`src/sv/tmni_pkg.sv`:
```
// Shared types, widths and the neighbour offset table of the tetrahedral mesh neighbour unit.
// No dependencies; every other file but tmni_fifo imports this package.
package tmni_pkg;

	localparam int IDX_W      = 21;
	localparam int NODE_W     = 3;
	localparam int QW         = IDX_W - NODE_W;
	localparam int DIM_W      = 7;
	localparam int CFG_IDX_W  = 2;
	localparam int PORTS      = 4;
	localparam int PORT_W     = IDX_W + 1;
	localparam int BPS        = 2;
	localparam int DIV_STAGES = (QW + BPS - 1) / BPS;

	typedef enum logic [CFG_IDX_W-1:0] {
		REG_DIM_X = 2'd0,
		REG_DIM_Y = 2'd1,
		REG_DIM_Z = 2'd2
	} cfg_reg_t;

	// Cube offsets are two-bit two's complement.
	localparam logic [1:0] OZ = 2'b00;
	localparam logic [1:0] OP = 2'b01;
	localparam logic [1:0] OM = 2'b11;

	typedef struct packed {
		logic [1:0]        dx;
		logic [1:0]        dy;
		logic [1:0]        dz;
		logic [NODE_W-1:0] tn;
	} nbr_t;

	function automatic nbr_t mk(input logic [1:0] a, input logic [1:0] b,
			input logic [1:0] c, input logic [NODE_W-1:0] n);
		nbr_t e;
		e.dx = a;
		e.dy = b;
		e.dz = c;
		e.tn = n;
		return e;
	endfunction

	// Entry (node, k) sits at case code node*4 + k.
	function automatic nbr_t nbr_lookup(input logic [NODE_W-1:0] node, input logic [1:0] k);
		nbr_t e;
		case ({node, k})
			5'd0:  e = mk(OZ, OZ, OZ, 3'd2);
			5'd1:  e = mk(OM, OZ, OM, 3'd3);
			5'd2:  e = mk(OZ, OM, OM, 3'd6);
			5'd3:  e = mk(OM, OM, OZ, 3'd7);
			5'd4:  e = mk(OZ, OZ, OZ, 3'd2);
			5'd5:  e = mk(OZ, OZ, OZ, 3'd3);
			5'd6:  e = mk(OZ, OM, OZ, 3'd6);
			5'd7:  e = mk(OZ, OM, OZ, 3'd7);
			5'd8:  e = mk(OZ, OZ, OZ, 3'd0);
			5'd9:  e = mk(OZ, OZ, OZ, 3'd1);
			5'd10: e = mk(OZ, OZ, OZ, 3'd4);
			5'd11: e = mk(OZ, OZ, OZ, 3'd5);
			5'd12: e = mk(OP, OZ, OP, 3'd0);
			5'd13: e = mk(OZ, OZ, OZ, 3'd1);
			5'd14: e = mk(OP, OZ, OZ, 3'd4);
			5'd15: e = mk(OZ, OZ, OP, 3'd5);
			5'd16: e = mk(OZ, OZ, OZ, 3'd2);
			5'd17: e = mk(OM, OZ, OZ, 3'd3);
			5'd18: e = mk(OZ, OZ, OZ, 3'd6);
			5'd19: e = mk(OM, OZ, OZ, 3'd7);
			5'd20: e = mk(OZ, OZ, OZ, 3'd2);
			5'd21: e = mk(OZ, OZ, OM, 3'd3);
			5'd22: e = mk(OZ, OZ, OM, 3'd6);
			5'd23: e = mk(OZ, OZ, OZ, 3'd7);
			5'd24: e = mk(OZ, OP, OP, 3'd0);
			5'd25: e = mk(OZ, OP, OZ, 3'd1);
			5'd26: e = mk(OZ, OZ, OZ, 3'd4);
			5'd27: e = mk(OZ, OZ, OP, 3'd5);
			5'd28: e = mk(OP, OP, OZ, 3'd0);
			5'd29: e = mk(OZ, OP, OZ, 3'd1);
			5'd30: e = mk(OP, OZ, OZ, 3'd4);
			5'd31: e = mk(OZ, OZ, OZ, 3'd5);
			default: e = mk(OZ, OZ, OZ, 3'd0);
		endcase
		return e;
	endfunction

endpackage

```
`src/sv/tetra_mesh_neighbor_index_top.sv`:
```
// Tetrahedral mesh neighbour index unit: top level with configuration registers and queues.
// Depends on tmni_pkg, tmni_fifo, tmni_front and tmni_back.
//
// Push a flat node index and pop the four neighbour indices of that node
// with a valid bit each; a neighbour whose cube falls outside the dim_x by dim_y by dim_z grid
// comes back invalid with index zero, and so do all four while any dimension is zero.
// Dimensions above MAX_DIM are taken as MAX_DIM, and the cube z wraps modulo dim_z. One word
// is taken every cycle for as long as pop keeps up; a word spends three divider pipelines of
// nine stages each (two quotient bits per stage, one pipeline per axis), a queue, two
// multiply stages and the result queue before it shows on the result ports.
// The configuration channel is always ready; write dim_x, dim_y and dim_z (indices 0, 1, 2)
// only while nothing is in flight. Writes to index 3 are dropped. All dimensions reset to 1.
module tetra_mesh_neighbor_index_top #(
	parameter int MAX_DIM = 64
) (
	input  logic                            clk,
	input  logic                            arst_n,
	input  logic                            push,
	output logic                            full,
	input  logic [tmni_pkg::IDX_W-1:0]      node_index,
	input  logic                            cfg_valid,
	output logic                            cfg_ready,
	input  logic [tmni_pkg::CFG_IDX_W-1:0]  cfg_index,
	input  logic [tmni_pkg::DIM_W-1:0]      cfg_data,
	output logic                            empty,
	input  logic                            pop,
	output logic [tmni_pkg::IDX_W-1:0]      port0_index,
	output logic                            port0_valid,
	output logic [tmni_pkg::IDX_W-1:0]      port1_index,
	output logic                            port1_valid,
	output logic [tmni_pkg::IDX_W-1:0]      port2_index,
	output logic                            port2_valid,
	output logic [tmni_pkg::IDX_W-1:0]      port3_index,
	output logic                            port3_valid
);
	import tmni_pkg::*;

	localparam int DW    = $clog2(MAX_DIM + 1);
	localparam int MW    = NODE_W + 3 * DW;
	localparam int OW    = PORTS * PORT_W;
	localparam int INFL  = 3 * DIV_STAGES + 8;
	localparam int CNTW  = $clog2(INFL + 1);

	logic [DIM_W-1:0] dim_x_q;
	logic [DIM_W-1:0] dim_y_q;
	logic [DIM_W-1:0] dim_z_q;
	logic [DW-1:0]    dx;
	logic [DW-1:0]    dy;
	logic [DW-1:0]    dz;

	logic          m_push;
	logic          m_full;
	logic [MW-1:0] m_din;
	logic          m_pop;
	logic          m_empty;
	logic [MW-1:0] m_dout;
	logic          o_push;
	logic          o_full;
	logic [OW-1:0] o_din;
	logic [OW-1:0] o_dout;
	logic [CNTW-1:0] inflight_q;

	// Configuration: always ready, index beyond the register list is dropped.
	assign cfg_ready = 1'b1;

	always_ff @(posedge clk or negedge arst_n) begin
		if (!arst_n) begin
			dim_x_q <= DIM_W'(1);
			dim_y_q <= DIM_W'(1);
			dim_z_q <= DIM_W'(1);
		end else if (cfg_valid && cfg_ready) begin
			case (cfg_index)
				REG_DIM_X: dim_x_q <= cfg_data;
				REG_DIM_Y: dim_y_q <= cfg_data;
				REG_DIM_Z: dim_z_q <= cfg_data;
				default:   dim_x_q <= dim_x_q;
			endcase
		end
	end

	// Saturate each dimension at MAX_DIM.
	assign dx = (32'(dim_x_q) > MAX_DIM) ? DW'(MAX_DIM) : DW'(dim_x_q);
	assign dy = (32'(dim_y_q) > MAX_DIM) ? DW'(MAX_DIM) : DW'(dim_y_q);
	assign dz = (32'(dim_z_q) > MAX_DIM) ? DW'(MAX_DIM) : DW'(dim_z_q);

	// Front: split the index into node and cube coordinates.
	tmni_front #(.DW(DW)) u_front (
		.clk(clk), .arst_n(arst_n), .push(push), .full(full), .node_index(node_index),
		.dim_x(dx), .dim_y(dy), .dim_z(dz),
		.q_full(m_full), .q_push(m_push), .q_data(m_din)
	);

	// Decouple the divider chain from the neighbour stages.
	tmni_fifo #(.W(MW)) u_mid_q (
		.clk(clk), .arst_n(arst_n), .push(m_push), .full(m_full), .din(m_din),
		.pop(m_pop), .empty(m_empty), .dout(m_dout)
	);

	// Back: offsets, range checks and flat neighbour indices.
	tmni_back #(.DW(DW)) u_back (
		.clk(clk), .arst_n(arst_n), .q_empty(m_empty), .q_pop(m_pop), .q_data(m_dout),
		.dim_x(dx), .dim_y(dy), .dim_z(dz),
		.o_full(o_full), .o_push(o_push), .o_data(o_din)
	);

	// Result queue: holds finished words while the consumer stalls.
	tmni_fifo #(.W(OW)) u_out_q (
		.clk(clk), .arst_n(arst_n), .push(o_push), .full(o_full), .din(o_din),
		.pop(pop), .empty(empty), .dout(o_dout)
	);

	assign {port0_valid, port0_index} = o_dout[0*PORT_W +: PORT_W];
	assign {port1_valid, port1_index} = o_dout[1*PORT_W +: PORT_W];
	assign {port2_valid, port2_index} = o_dout[2*PORT_W +: PORT_W];
	assign {port3_valid, port3_index} = o_dout[3*PORT_W +: PORT_W];

	// Count words taken in and not yet popped.
	always_ff @(posedge clk or negedge arst_n) begin
		if (!arst_n) begin
			inflight_q <= '0;
		end else begin
			case ({push && !full, pop && !empty})
				2'b10:   inflight_q <= inflight_q + CNTW'(1);
				2'b01:   inflight_q <= inflight_q - CNTW'(1);
				default: inflight_q <= inflight_q;
			endcase
		end
	end

	a_pop_has_source: assert property (@(posedge clk) disable iff (!arst_n)
		(pop && !empty) |-> (inflight_q != '0))
		else $error("result popped with no word in flight");

	a_idle_is_empty: assert property (@(posedge clk) disable iff (!arst_n)
		(inflight_q == '0) |-> empty)
		else $error("result shown with no word in flight");

	a_zero_dim_invalid: assert property (@(posedge clk) disable iff (!arst_n)
		(!empty && ((dx == '0) || (dy == '0) || (dz == '0)))
		|-> (!port0_valid && !port1_valid && !port2_valid && !port3_valid))
		else $error("neighbour valid with a zero dimension");

	a_invalid_is_zero: assert property (@(posedge clk) disable iff (!arst_n)
		!empty |-> ((port0_valid || port0_index == '0) && (port1_valid || port1_index == '0)
			&& (port2_valid || port2_index == '0) && (port3_valid || port3_index == '0)))
		else $error("invalid neighbour carries a nonzero index");

endmodule

```
`src/sv/tmni_fifo.sv`:
```
// Two-entry word queue used between the front and back halves and on the result side.
// Depends on nothing but the clock and reset.
module tmni_fifo #(
	parameter int W = 8
) (
	input  logic         clk,
	input  logic         arst_n,
	input  logic         push,
	output logic         full,
	input  logic [W-1:0] din,
	input  logic         pop,
	output logic         empty,
	output logic [W-1:0] dout
);

	logic [W-1:0] data_q [2];
	logic         wptr_q;
	logic         rptr_q;
	logic [1:0]   cnt_q;
	logic         do_push;
	logic         do_pop;

	assign full    = (cnt_q == 2'd2);
	assign empty   = (cnt_q == 2'd0);
	assign do_push = push && !full;
	assign do_pop  = pop && !empty;
	assign dout    = data_q[rptr_q];

	always_ff @(posedge clk or negedge arst_n) begin
		if (!arst_n) begin
			wptr_q <= 1'b0;
			rptr_q <= 1'b0;
			cnt_q  <= 2'd0;
		end else begin
			if (do_push) wptr_q <= !wptr_q;
			if (do_pop) rptr_q <= !rptr_q;
			case ({do_push, do_pop})
				2'b10:   cnt_q <= cnt_q + 2'd1;
				2'b01:   cnt_q <= cnt_q - 2'd1;
				default: cnt_q <= cnt_q;
			endcase
		end
	end

	always_ff @(posedge clk) begin
		if (do_push) data_q[wptr_q] <= din;
	end

endmodule

```
`src/sv/tmni_div.sv`:
```
// Pipelined restoring divider, BPS quotient bits per stage, with a sideband payload.
// Uses tmni_pkg BPS; user keeps divisor static while words are in flight, unchecked.
module tmni_div #(
	parameter int N  = 18,
	parameter int DW = 7,
	parameter int PW = 3
) (
	input  logic          clk,
	input  logic          arst_n,
	input  logic          en,
	input  logic          in_valid,
	input  logic [N-1:0]  dividend,
	input  logic [DW-1:0] divisor,
	input  logic [PW-1:0] in_pl,
	output logic          out_valid,
	output logic [N-1:0]  quo,
	output logic [DW-1:0] rem,
	output logic [PW-1:0] out_pl
);
	import tmni_pkg::*;

	localparam int S  = (N + BPS - 1) / BPS;
	localparam int NP = S * BPS;

	logic          vld_s [S];
	logic [DW-1:0] rem_s [S];
	logic [NP-1:0] dq_s  [S];
	logic [PW-1:0] pl_s  [S];

	for (genvar i = 0; i < S; i++) begin : g_stage
		logic          v_in;
		logic [DW-1:0] r_in;
		logic [NP-1:0] d_in;
		logic [PW-1:0] p_in;
		logic [DW-1:0] r_nx;
		logic [NP-1:0] d_nx;

		if (i == 0) begin : g_first
			assign v_in = in_valid;
			assign r_in = '0;
			assign d_in = NP'(dividend);
			assign p_in = in_pl;
		end else begin : g_next
			assign v_in = vld_s[i-1];
			assign r_in = rem_s[i-1];
			assign d_in = dq_s[i-1];
			assign p_in = pl_s[i-1];
		end

		// Shift in the next dividend bit; subtract where the divisor fits.
		always_comb begin
			logic [DW:0]   rt;
			logic [DW-1:0] r;
			logic [NP-1:0] d;
			r = r_in;
			d = d_in;
			for (int j = 0; j < BPS; j++) begin
				rt = {r, d[NP-1]};
				d  = {d[NP-2:0], 1'b0};
				if (rt >= {1'b0, divisor}) begin
					rt   = rt - {1'b0, divisor};
					d[0] = 1'b1;
				end
				r = rt[DW-1:0];
			end
			r_nx = r;
			d_nx = d;
		end

		always_ff @(posedge clk or negedge arst_n) begin
			if (!arst_n) begin
				vld_s[i] <= 1'b0;
			end else if (en) begin
				vld_s[i] <= v_in;
			end
		end

		always_ff @(posedge clk) begin
			if (en) begin
				rem_s[i] <= r_nx;
				dq_s[i]  <= d_nx;
				pl_s[i]  <= p_in;
			end
		end
	end

	assign out_valid = vld_s[S-1];
	assign quo       = dq_s[S-1][N-1:0];
	assign rem       = rem_s[S-1];
	assign out_pl    = pl_s[S-1];

endmodule

```
`src/sv/tmni_front.sv`:
```
// Front half: accept node indices and split them into node-in-cube and cube x, y, z.
// Uses tmni_pkg, tmni_div; stalls as one when an output word meets a full mid queue.
module tmni_front #(
	parameter int DW = 7
) (
	input  logic                      clk,
	input  logic                      arst_n,
	input  logic                      push,
	output logic                      full,
	input  logic [tmni_pkg::IDX_W-1:0] node_index,
	input  logic [DW-1:0]             dim_x,
	input  logic [DW-1:0]             dim_y,
	input  logic [DW-1:0]             dim_z,
	input  logic                      q_full,
	output logic                      q_push,
	output logic [tmni_pkg::NODE_W+3*DW-1:0] q_data
);
	import tmni_pkg::*;

	logic              en;
	logic              a_valid;
	logic              b_valid;
	logic              c_valid;
	logic [QW-1:0]     qa;
	logic [QW-1:0]     qb;
	logic [DW-1:0]     cx;
	logic [DW-1:0]     cy;
	logic [DW-1:0]     cz;
	logic [NODE_W-1:0] a_node;
	logic [NODE_W+DW-1:0]   b_pl;
	logic [NODE_W+2*DW-1:0] c_pl;

	// Hold every stage while the last one has a word that the queue cannot take.
	assign en     = !(c_valid && q_full);
	assign full   = !en;
	assign q_push = c_valid && !q_full;
	assign q_data = {c_pl, cz};

	tmni_div #(.N(QW), .DW(DW), .PW(NODE_W)) u_div_x (
		.clk(clk), .arst_n(arst_n), .en(en),
		.in_valid(push && en), .dividend(node_index[IDX_W-1:NODE_W]), .divisor(dim_x),
		.in_pl(node_index[NODE_W-1:0]),
		.out_valid(a_valid), .quo(qa), .rem(cx), .out_pl(a_node)
	);

	tmni_div #(.N(QW), .DW(DW), .PW(NODE_W+DW)) u_div_y (
		.clk(clk), .arst_n(arst_n), .en(en),
		.in_valid(a_valid), .dividend(qa), .divisor(dim_y), .in_pl({a_node, cx}),
		.out_valid(b_valid), .quo(qb), .rem(cy), .out_pl(b_pl)
	);

	tmni_div #(.N(QW), .DW(DW), .PW(NODE_W+2*DW)) u_div_z (
		.clk(clk), .arst_n(arst_n), .en(en),
		.in_valid(b_valid), .dividend(qb), .divisor(dim_z), .in_pl({b_pl, cy}),
		.out_valid(c_valid), .quo(), .rem(cz), .out_pl(c_pl)
	);

endmodule

```
`src/sv/tmni_back.sv`:
```
// Back half: apply the offset table to a split index and form four neighbour indices.
// Depends on tmni_pkg; two stages, one multiply each, stalled by the result queue.
module tmni_back #(
	parameter int DW = 7
) (
	input  logic                      clk,
	input  logic                      arst_n,
	input  logic                      q_empty,
	output logic                      q_pop,
	input  logic [tmni_pkg::NODE_W+3*DW-1:0] q_data,
	input  logic [DW-1:0]             dim_x,
	input  logic [DW-1:0]             dim_y,
	input  logic [DW-1:0]             dim_z,
	input  logic                      o_full,
	output logic                      o_push,
	output logic [tmni_pkg::PORTS*tmni_pkg::PORT_W-1:0] o_data
);
	import tmni_pkg::*;

	logic              en;
	logic              zero_dim;
	logic [NODE_W-1:0] node;
	logic [DW-1:0]     cx;
	logic [DW-1:0]     cy;
	logic [DW-1:0]     cz;

	logic              vld_s1;
	logic              ok_s1 [PORTS];
	logic [DW-1:0]     sx_s1 [PORTS];
	logic [QW-1:0]     t_s1  [PORTS];
	logic [NODE_W-1:0] tn_s1 [PORTS];
	logic              vld_s2;
	logic [PORTS*PORT_W-1:0] word_s2;

	assign {node, cx, cy, cz} = q_data;
	assign zero_dim = (dim_x == '0) || (dim_y == '0) || (dim_z == '0);
	assign en       = !(vld_s2 && o_full);
	assign q_pop    = !q_empty && en;
	assign o_push   = vld_s2 && !o_full;
	assign o_data   = word_s2;

	always_ff @(posedge clk or negedge arst_n) begin
		if (!arst_n) begin
			vld_s1 <= 1'b0;
			vld_s2 <= 1'b0;
		end else if (en) begin
			vld_s1 <= !q_empty;
			vld_s2 <= vld_s1;
		end
	end

	for (genvar k = 0; k < PORTS; k++) begin : g_port
		nbr_t        e;
		logic [DW:0] sx;
		logic [DW:0] sy;
		logic [DW:0] sz;
		logic [QW-1:0] xs;

		// A step below zero wraps to all ones, which no dimension reaches.
		assign e  = nbr_lookup(node, 2'(k));
		assign sx = {1'b0, cx} + (DW+1)'(signed'(e.dx));
		assign sy = {1'b0, cy} + (DW+1)'(signed'(e.dy));
		assign sz = {1'b0, cz} + (DW+1)'(signed'(e.dz));
		assign xs = QW'(sx_s1[k]) + QW'(dim_x) * t_s1[k];

		always_ff @(posedge clk) begin
			if (en) begin
				ok_s1[k] <= !zero_dim && (sx < {1'b0, dim_x}) && (sy < {1'b0, dim_y})
					&& (sz < {1'b0, dim_z});
				sx_s1[k] <= sx[DW-1:0];
				t_s1[k]  <= QW'(sy) + QW'(dim_y) * QW'(sz);
				tn_s1[k] <= e.tn;
				word_s2[k*PORT_W +: PORT_W] <= ok_s1[k] ? {1'b1, xs, tn_s1[k]} : '0;
			end
		end
	end

endmodule
```
`config.mk`:
```
export PLATFORM = sky130hd
export DESIGN_NAME = tetra_mesh_neighbor_index_top
export DESIGN_NICKNAME = d
export VERILOG_FILES = /design/src/sv/tmni_pkg.sv /design/src/sv/tetra_mesh_neighbor_index_top.sv /design/src/sv/tmni_fifo.sv /design/src/sv/tmni_div.sv /design/src/sv/tmni_front.sv /design/src/sv/tmni_back.sv
export SDC_FILE = /design/constraint.sdc
export NUM_CORES = 2
export LEC_CHECK = 0
export ABC_CLOCK_PERIOD_IN_PS = 26000
export CORE_MARGIN = 4
export CORE_UTILIZATION = 59
export CTS_CLUSTER_SIZE = 30
export DETAILED_ROUTE_END_ITERATION = 16
export DONT_BUFFER_PORTS = 1
export GPL_ROUTABILITY_DRIVEN = 0
export PLACE_DENSITY = 0.83
export SYNTH_ARGS = -nofsm -noshare
export SYNTH_HDL_FRONTEND = slang
export SYNTH_SLANG_ARGS = --single-unit
```
`constraint.sdc`:
```
create_clock -name clk -period 26 [get_ports clk]
set_input_delay 1.3 -clock clk [delete_from_list [all_inputs] [get_ports clk]]
set_output_delay 1.3 -clock clk [all_outputs]
set_load 0.05 [all_outputs]
```
# After elaboration in Yosys (flattened, before gate mapping)
# Memory sizes are Yosys's and may differ from the RTL's.
# Index checks and enable logic that the tools add are counted.
dict set report classes {
  n_addsub 78
  n_mul 8
  n_lt_le_gt_ge 69
  n_eq_ne 15
  muxes 127
  n_reduce_logical 54
}
# operator count
set ops {}
lappend ops {{$ge 8x7->1} 51}
lappend ops {{$mux 7} 57}
lappend ops {{$sub 7x7->7} 51}
lappend ops {{$pmux 9 s6} 3}
lappend ops {{$add 7x8->8} 12}
lappend ops {{$lt 8x7->1} 12}
lappend ops {{$mux 22} 4}
lappend ops {{$add 7x18->18} 4}
lappend ops {{$mul 7x18->18} 4}
lappend ops {{$add 8x15->16} 4}
lappend ops {{$mul 7x8->15} 4}
lappend ops {{$mux 1} 60}
lappend ops {{$pmux 9 s5} 1}
lappend ops {{$logic_and 1x1->1} 22}
lappend ops {{$ge 1x7->1} 3}
lappend ops {{$gt 7x7->1 const B} 3}
lappend ops {{$logic_not 7->1} 3}
lappend ops {{$sub 1x7->7} 3}
lappend ops {{$eq 3x3->1 const B} 4}
lappend ops {{$reduce_or 2->1} 6}
lappend ops {{$logic_not 1->1} 11}
lappend ops {{$eq 2x2->1 const B} 5}
lappend ops {{$pmux 2 s2} 2}
lappend ops {{$eq 2x1->1 const B} 3}
lappend ops {{10 further kinds} 19}
dict set report totals {
  ff_bits 146
  ramBits 1277
  inputBits 35
  output_inout_bits 91
  elab_cells 412
  n_memories 15
}
# name depth width rd rd_ports_with_merged_regs wr line
set mem_list {}
lappend mem_list {u_out_q.data_q 2 88 1 0 1 tmni_fifo.sv:16} ;# logic [W-1:0] data_q [2];
lappend mem_list {u_front.u_div_x.dq_s 9 18 9 0 9 tmni_div.sv:27} ;# logic [NP-1:0] dq_s [S];
lappend mem_list {u_front.u_div_y.dq_s 9 18 9 0 9 tmni_div.sv:27}
lappend mem_list {u_front.u_div_z.dq_s 9 18 8 0 9 tmni_div.sv:27}
lappend mem_list {u_front.u_div_z.pl_s 9 17 9 0 9 tmni_div.sv:28} ;# logic [PW-1:0] pl_s [S];
lappend mem_list {u_front.u_div_y.pl_s 9 10 9 0 9 tmni_div.sv:28}
lappend mem_list {{+9 memories} - - - - - -}

# Logic depth before layout (Yosys ltp)
dict set report logic_depth {
  ltp_word 9
  depth_mapped 31
  depth_no_buf 29
}

# Hierarchy
# Synthesis repeated with hierarchy kept, for this count alone.
dict set report hier_totals {
  cells_unflattened 7098
  hier_area_um2 89091.7
}
# mod n_inst cells_each area_per_inst_um2 seq_area_each_um2
set modules_own_cells {}
lappend modules_own_cells {tmni_back 1 3136 30505.5 5545.3}
lappend modules_own_cells {{tmni_div at u_front.u_div_z} 1 1228 18265.0 11576.1}
lappend modules_own_cells {{tmni_div at u_front.u_div_y} 1 1179 16361.9 9684.3}
lappend modules_own_cells {{tmni_div at u_front.u_div_x} 1 1098 14386.3 7792.5}
lappend modules_own_cells {{tmni_fifo at u_out_q} 1 292 6576.3 5385.2}
lappend modules_own_cells {{tmni_fifo at u_mid_q} 1 93 2030.7 1541.5}
lappend modules_own_cells {tetra_mesh_neighbor_index_top 1 68 942.2 529.3}
lappend modules_own_cells {tmni_front 1 4 23.8 0.0}

# Worst setup path before layout
# No wires, ideal clock.
dict set report synth_timing {
  path_kind {reg-to-reg}
  start {register u_mid_q.cnt_q[0]}
  end {memory u_front.u_div_x.dq_s[0][0] (netlist name) (enable)}
  setup_ns 1.549
  arrival_ns 23.944
  required_ns 24.451
  path_slack_ns 0.507
  path_stages_with_launch 4
  path_buffers 2
  synth_period_minus_slack_ns 25.493
  cell_sequence {dfrtp_1 nand3b_1 clkbuf_1 buf_1}
}
# item line
set synth_lines {}
lappend synth_lines {{start: declaration} tmni_fifo.sv:19} ;# logic [1:0] cnt_q;
lappend synth_lines {{start signal: assignment} tmni_fifo.sv:38} ;# 2'b10: cnt_q <= cnt_q + 2'd1;
lappend synth_lines {{start signal: assignment} tmni_fifo.sv:39} ;# 2'b01: cnt_q <= cnt_q - 2'd1;
lappend synth_lines {{start signal: assignment} tmni_fifo.sv:40} ;# default: cnt_q <= cnt_q;
lappend synth_lines {{end: declaration} tmni_div.sv:27}

==> results <==
- The flow ran to the end, and the final reports show no timing, DRC or antenna violations.
- After synthesis, flip-flops and latches occupy a little under half of the total area.
- The final period demand of the worst path is 7.73 ns.
- The netlist area before placement is 0.0828 sq mm.
- The synthesized design contains about 1.3k register bits.
- STA puts the critical path data arrival time at 8.28 ns.
- The critical path is of the flip-flop to flip-flop type.
- The number of hold buffers added after CTS was 0.
- By count the netlist is led by sky130_fd_sc_hd__edfxtp_1 (1237), sky130_fd_sc_hd__ha_1 (772), sky130_fd_sc_hd__inv_1 (757).
- From synthesis to final layout, the design area changed by 8.54%.
- The post-cts repair resize count is 0.
- Fill cells in the final layout number slightly below 10k.
- Using the TritonRoute via totals, the vias-per-cell ratio works out to 5.87.
- For this run, global-route usage on met3 was measured as 5.19%.
- Ranked by total cell area, the synthesized netlist is headed by sky130_fd_sc_hd__edfxtp_1 (45%), sky130_fd_sc_hd__ha_1 (12%), sky130_fd_sc_hd__fa_1 (12%), sky130_fd_sc_hd__mux2_2 (4.1%), sky130_fd_sc_hd__inv_1 (3.4%).
- For met1 alone, demand over resource in global routing was between 20% and 30%.
- In this run the tightest slew margin relative to its limit is 16.1%.
- The final wirelength is around 170000 um.
- The number of warnings reported in the yosys synthesis log is 0.
- The clock tree buffer depth is 3.
- Registers take 0.0386 sq mm.
- The worst hold path belongs to the class input port to async pin.
- In this run, CTS created clock tree buffers numbering 136.
- The later-pin clock latency in the skew report is 0.79 ns.
- The kind of start point of the critical path is a flip-flop.
- The number of global-route vias before repair came to 54.9k.
- The number of remaining DRC errors is 0.
- The HPWL after detailed placement is ~120000 um.
- From left edge to right edge, the die measures 383 um.
- Among all flip-flop cells after synthesis, the most frequent one is sky130_fd_sc_hd__edfxtp_1.
- On the critical path, the stage with the largest delay is an instance of sky130_fd_sc_hd__fa_1.
- The number of buffers and inverters on the critical path is 4.
- The maximum number of pins on one net before global-route repair is 188.
- After the first detailed-routing iteration, the DRC count stood at about 3.7k.
- In this run the most used layer during global routing was met2.
- The synthesized netlist contains 81 unique library cells.
- The proportion of register bits with asynchronous set or reset after synthesis is 4.48%.
- The height of the chip is 383 um.
- The cell at the root of the clock tree is sky130_fd_sc_hd__clkbuf_16.
- TritonCTS built the clock tree.
- The final count of negative-setup-slack endpoints is 0.
- Once detail routing completed, the nets flagged for antenna violations numbered 0.
- The synthesized design contains 1237 enable-type register cells.
- The total grt overflow is 0.
- The worst setup path is captured at a flip-flop.
- The first-pass GRT wire length is 281000 um.
- The number of top-level pins is 126.
- The peak per-stage delay on the critical path is 0.55 ns.
- The initial antenna violation count is 12.
- The most common cell type on the critical path is sky130_fd_sc_hd__fa_1.
- sky130_fd_sc_hd__edfxtp_1 takes more of the synthesized area than any other cell.
- Of the cells placed in the final design, the portion with a size suffix greater than 1 is 9.06%.
- Max-cap violations in this run came to 0.
- The number of buffers inserted by post-CTS setup repair is 0.
- The number of hold violations in the final report is 0.
- The synthesized design devotes to its leading area cell type 44.9% of total area.
- The die outline area is 0.146 sq mm.
- The global routing usage on met2 is 40.9%.
- In this run the core area contains 137 standard-cell rows.
- For this run, the post-layout net count is 8151.
- The share of the cycle needed by the critical path after routing is 29.7%.
- The number of levels the H-tree was split into is 4.
- The family of cells with the greatest summed delay on the critical path is adder cells.
- The global routing usage summed across all routing layers is between 20% and 30%.
- The number of slew-limit violations in the final report is 0.
- The number of clock sinks is 1295.
- Setup slack on the worst reg-to-reg path comes out at 18.27 ns.
- The post-CTS clock slew at the launch and capture registers of the worst setup and hold paths is 0.07 ns.
- The most repeated cell in the gate-level netlist after synthesis is sky130_fd_sc_hd__edfxtp_1.
- The synthesized area per cell is about 12 sq um.
- The synthesized instance count is 6789.
- The average detailed-routed wire length per instance is 19.6 um.
- At the pin with the least slew margin, the transition time is 1.26 ns.
- The pre-antenna-repair detailed-routing pass consisted of 6 iterations.
- In this run the tool buffered the top-level ports with 0 buffer cells.
- For this configuration, the core starts out at a cell density of between 50% and 60%.
- Setup repair after global routing left no endpoint under its margin.
- Along the worst path, the maximum fanout reaches 37.
- The core area is 0.139 sq mm.
- The setup TNS is 0 ns.
- The routed layout has about 52k vias.
- The post-route clock skew is 0.0379 ns.
- Static timing analysis puts the maximum clock frequency at 0.129 GHz.
- At the worst endpoint, the required time is 26.55 ns.
- The footprint of the multi-input gates is 0.0409 sq mm.
-- logic make-up (layout without fill, tap and decap cells) --
| group | Yosys count | count (layout) | synth area share, % |
|---|---|---|---|
| xor gates and xnor gates | 342 | 342 | 3.62 |
| adders and majority gates | 1248 | 1248 | 23.2 |
| other | 2 | 21 | 0.00907 |
| and+or+nand+nor | 1688 | 1688 | 10.1 |
| DFF | 1295 | 1295 | 46.6 |
| buffers and inverters | 875 | 1060 | 4.01 |
| muxes | 378 | 378 | 5.03 |
| AOI/OAI and AO/OA | 961 | 961 | 7.41 |
-- per-layer routing --
layer  vias to the layer above  share of wire [%]
met5                         -              0.048
met1                     25609                 38
met4                         8                5.4
met2                      1875                 50
li1                      23973                  -
met3                       611                7.0
-- metrics by stage --
step	area [sq um]	utilization [%]	hold slack [ns]	worst slack [ns]	instances
after detailed placement	85200	61.1	0.405	18.50	8606
after global placement	85200	61.1	0.400	18.83	8606
after floorplan	82800	-	0.400	0.507	6792
after CTS	89800	64.4	0.143	18.43	8853
final	89800	64.5	0.224	18.27	8869
after global routing	89800	64.4	0.170	17.97	8854
-- area by class of cell --
cell class | instances | area share, %
Antenna cell | 16 | 0.0446
Clock buffer | 169 | 4.03
Clock inverter | 78 | 1.13
Inverter | 760 | 3.18
Multi-Input combinational cell | 4622 | 45.6
Sequential cell | 1295 | 43.0
Tap cell | 1876 | 2.61
Timing Repair Buffer | 53 | 0.471
-- path summary, 6_finish.rpt --
kind | startpoint | endpoint | cells past startpoint
max | u_mid_q.rptr_q | u_back.t_s1[1][15] | 26
min | arst_n | u_front.u_div_y.g_stage[1].v_in | 0
max reg2reg | u_mid_q.rptr_q | u_back.t_s1[1][15] | 26
min reg2reg | u_front.u_div_y.pl_s[0][83] | u_front.u_div_z.pl_s[0][10] | 0
max in group asynchronous | arst_n | dim_y_q[0] | 0
min in group clk | u_front.u_div_y.pl_s[0][83] | u_front.u_div_z.pl_s[0][10] | 0
-- sequential cells by signal, indices dropped and copies added, names as in the netlist, 2 cells and up --
register / cells
u_back.o_data: 83
u_mid_q.cnt_q: 2
u_out_q.data_q: 166
u_back.sx_s1: 16
u_front.u_div_z.rem_s: 63
u_front.u_div_y.dq_s: 162
dim_x_q: 7
u_mid_q.data_q: 48
dim_z_q: 7
u_front.u_div_z.pl_s: 153
u_front.u_div_x.g_stage.v_in: 8
u_front.u_div_z.dq_s: 72
u_front.u_div_x.rem_s: 63
u_back.ok_s1: 4
u_front.u_div_x.dq_s: 162
u_front.u_div_z.g_stage.v_in: 8
u_front.u_div_y.g_stage.v_in: 8
dim_y_q: 7
u_front.u_div_y.rem_s: 63
u_front.u_div_y.pl_s: 90
u_back.t_s1: 64
u_front.u_div_x.pl_s: 27
u_out_q.cnt_q: 2
-- layout by cell type (no fill, tap or decap), types with 113 or more instances in the layout --
cell / n
sky130_fd_sc_hd__o21ai_0: 297
sky130_fd_sc_hd__a21oi_1: 235
sky130_fd_sc_hd__fa_1: 476
sky130_fd_sc_hd__nor2b_1: 116
sky130_fd_sc_hd__edfxtp_1: 1237
sky130_fd_sc_hd__and2_1: 339
sky130_fd_sc_hd__nor2_1: 317
sky130_fd_sc_hd__inv_1: 756
sky130_fd_sc_hd__nand2_1: 529
sky130_fd_sc_hd__mux2_2: 304
sky130_fd_sc_hd__xnor2_1: 241
sky130_fd_sc_hd__ha_1: 772
sky130_fd_sc_hd__clkbuf_16: 139
sky130_fd_sc_hd__a21o_1: 113
Power is not shown: default switching activity piles up to over one toggle a cycle in this logic, so the estimate is an artifact.
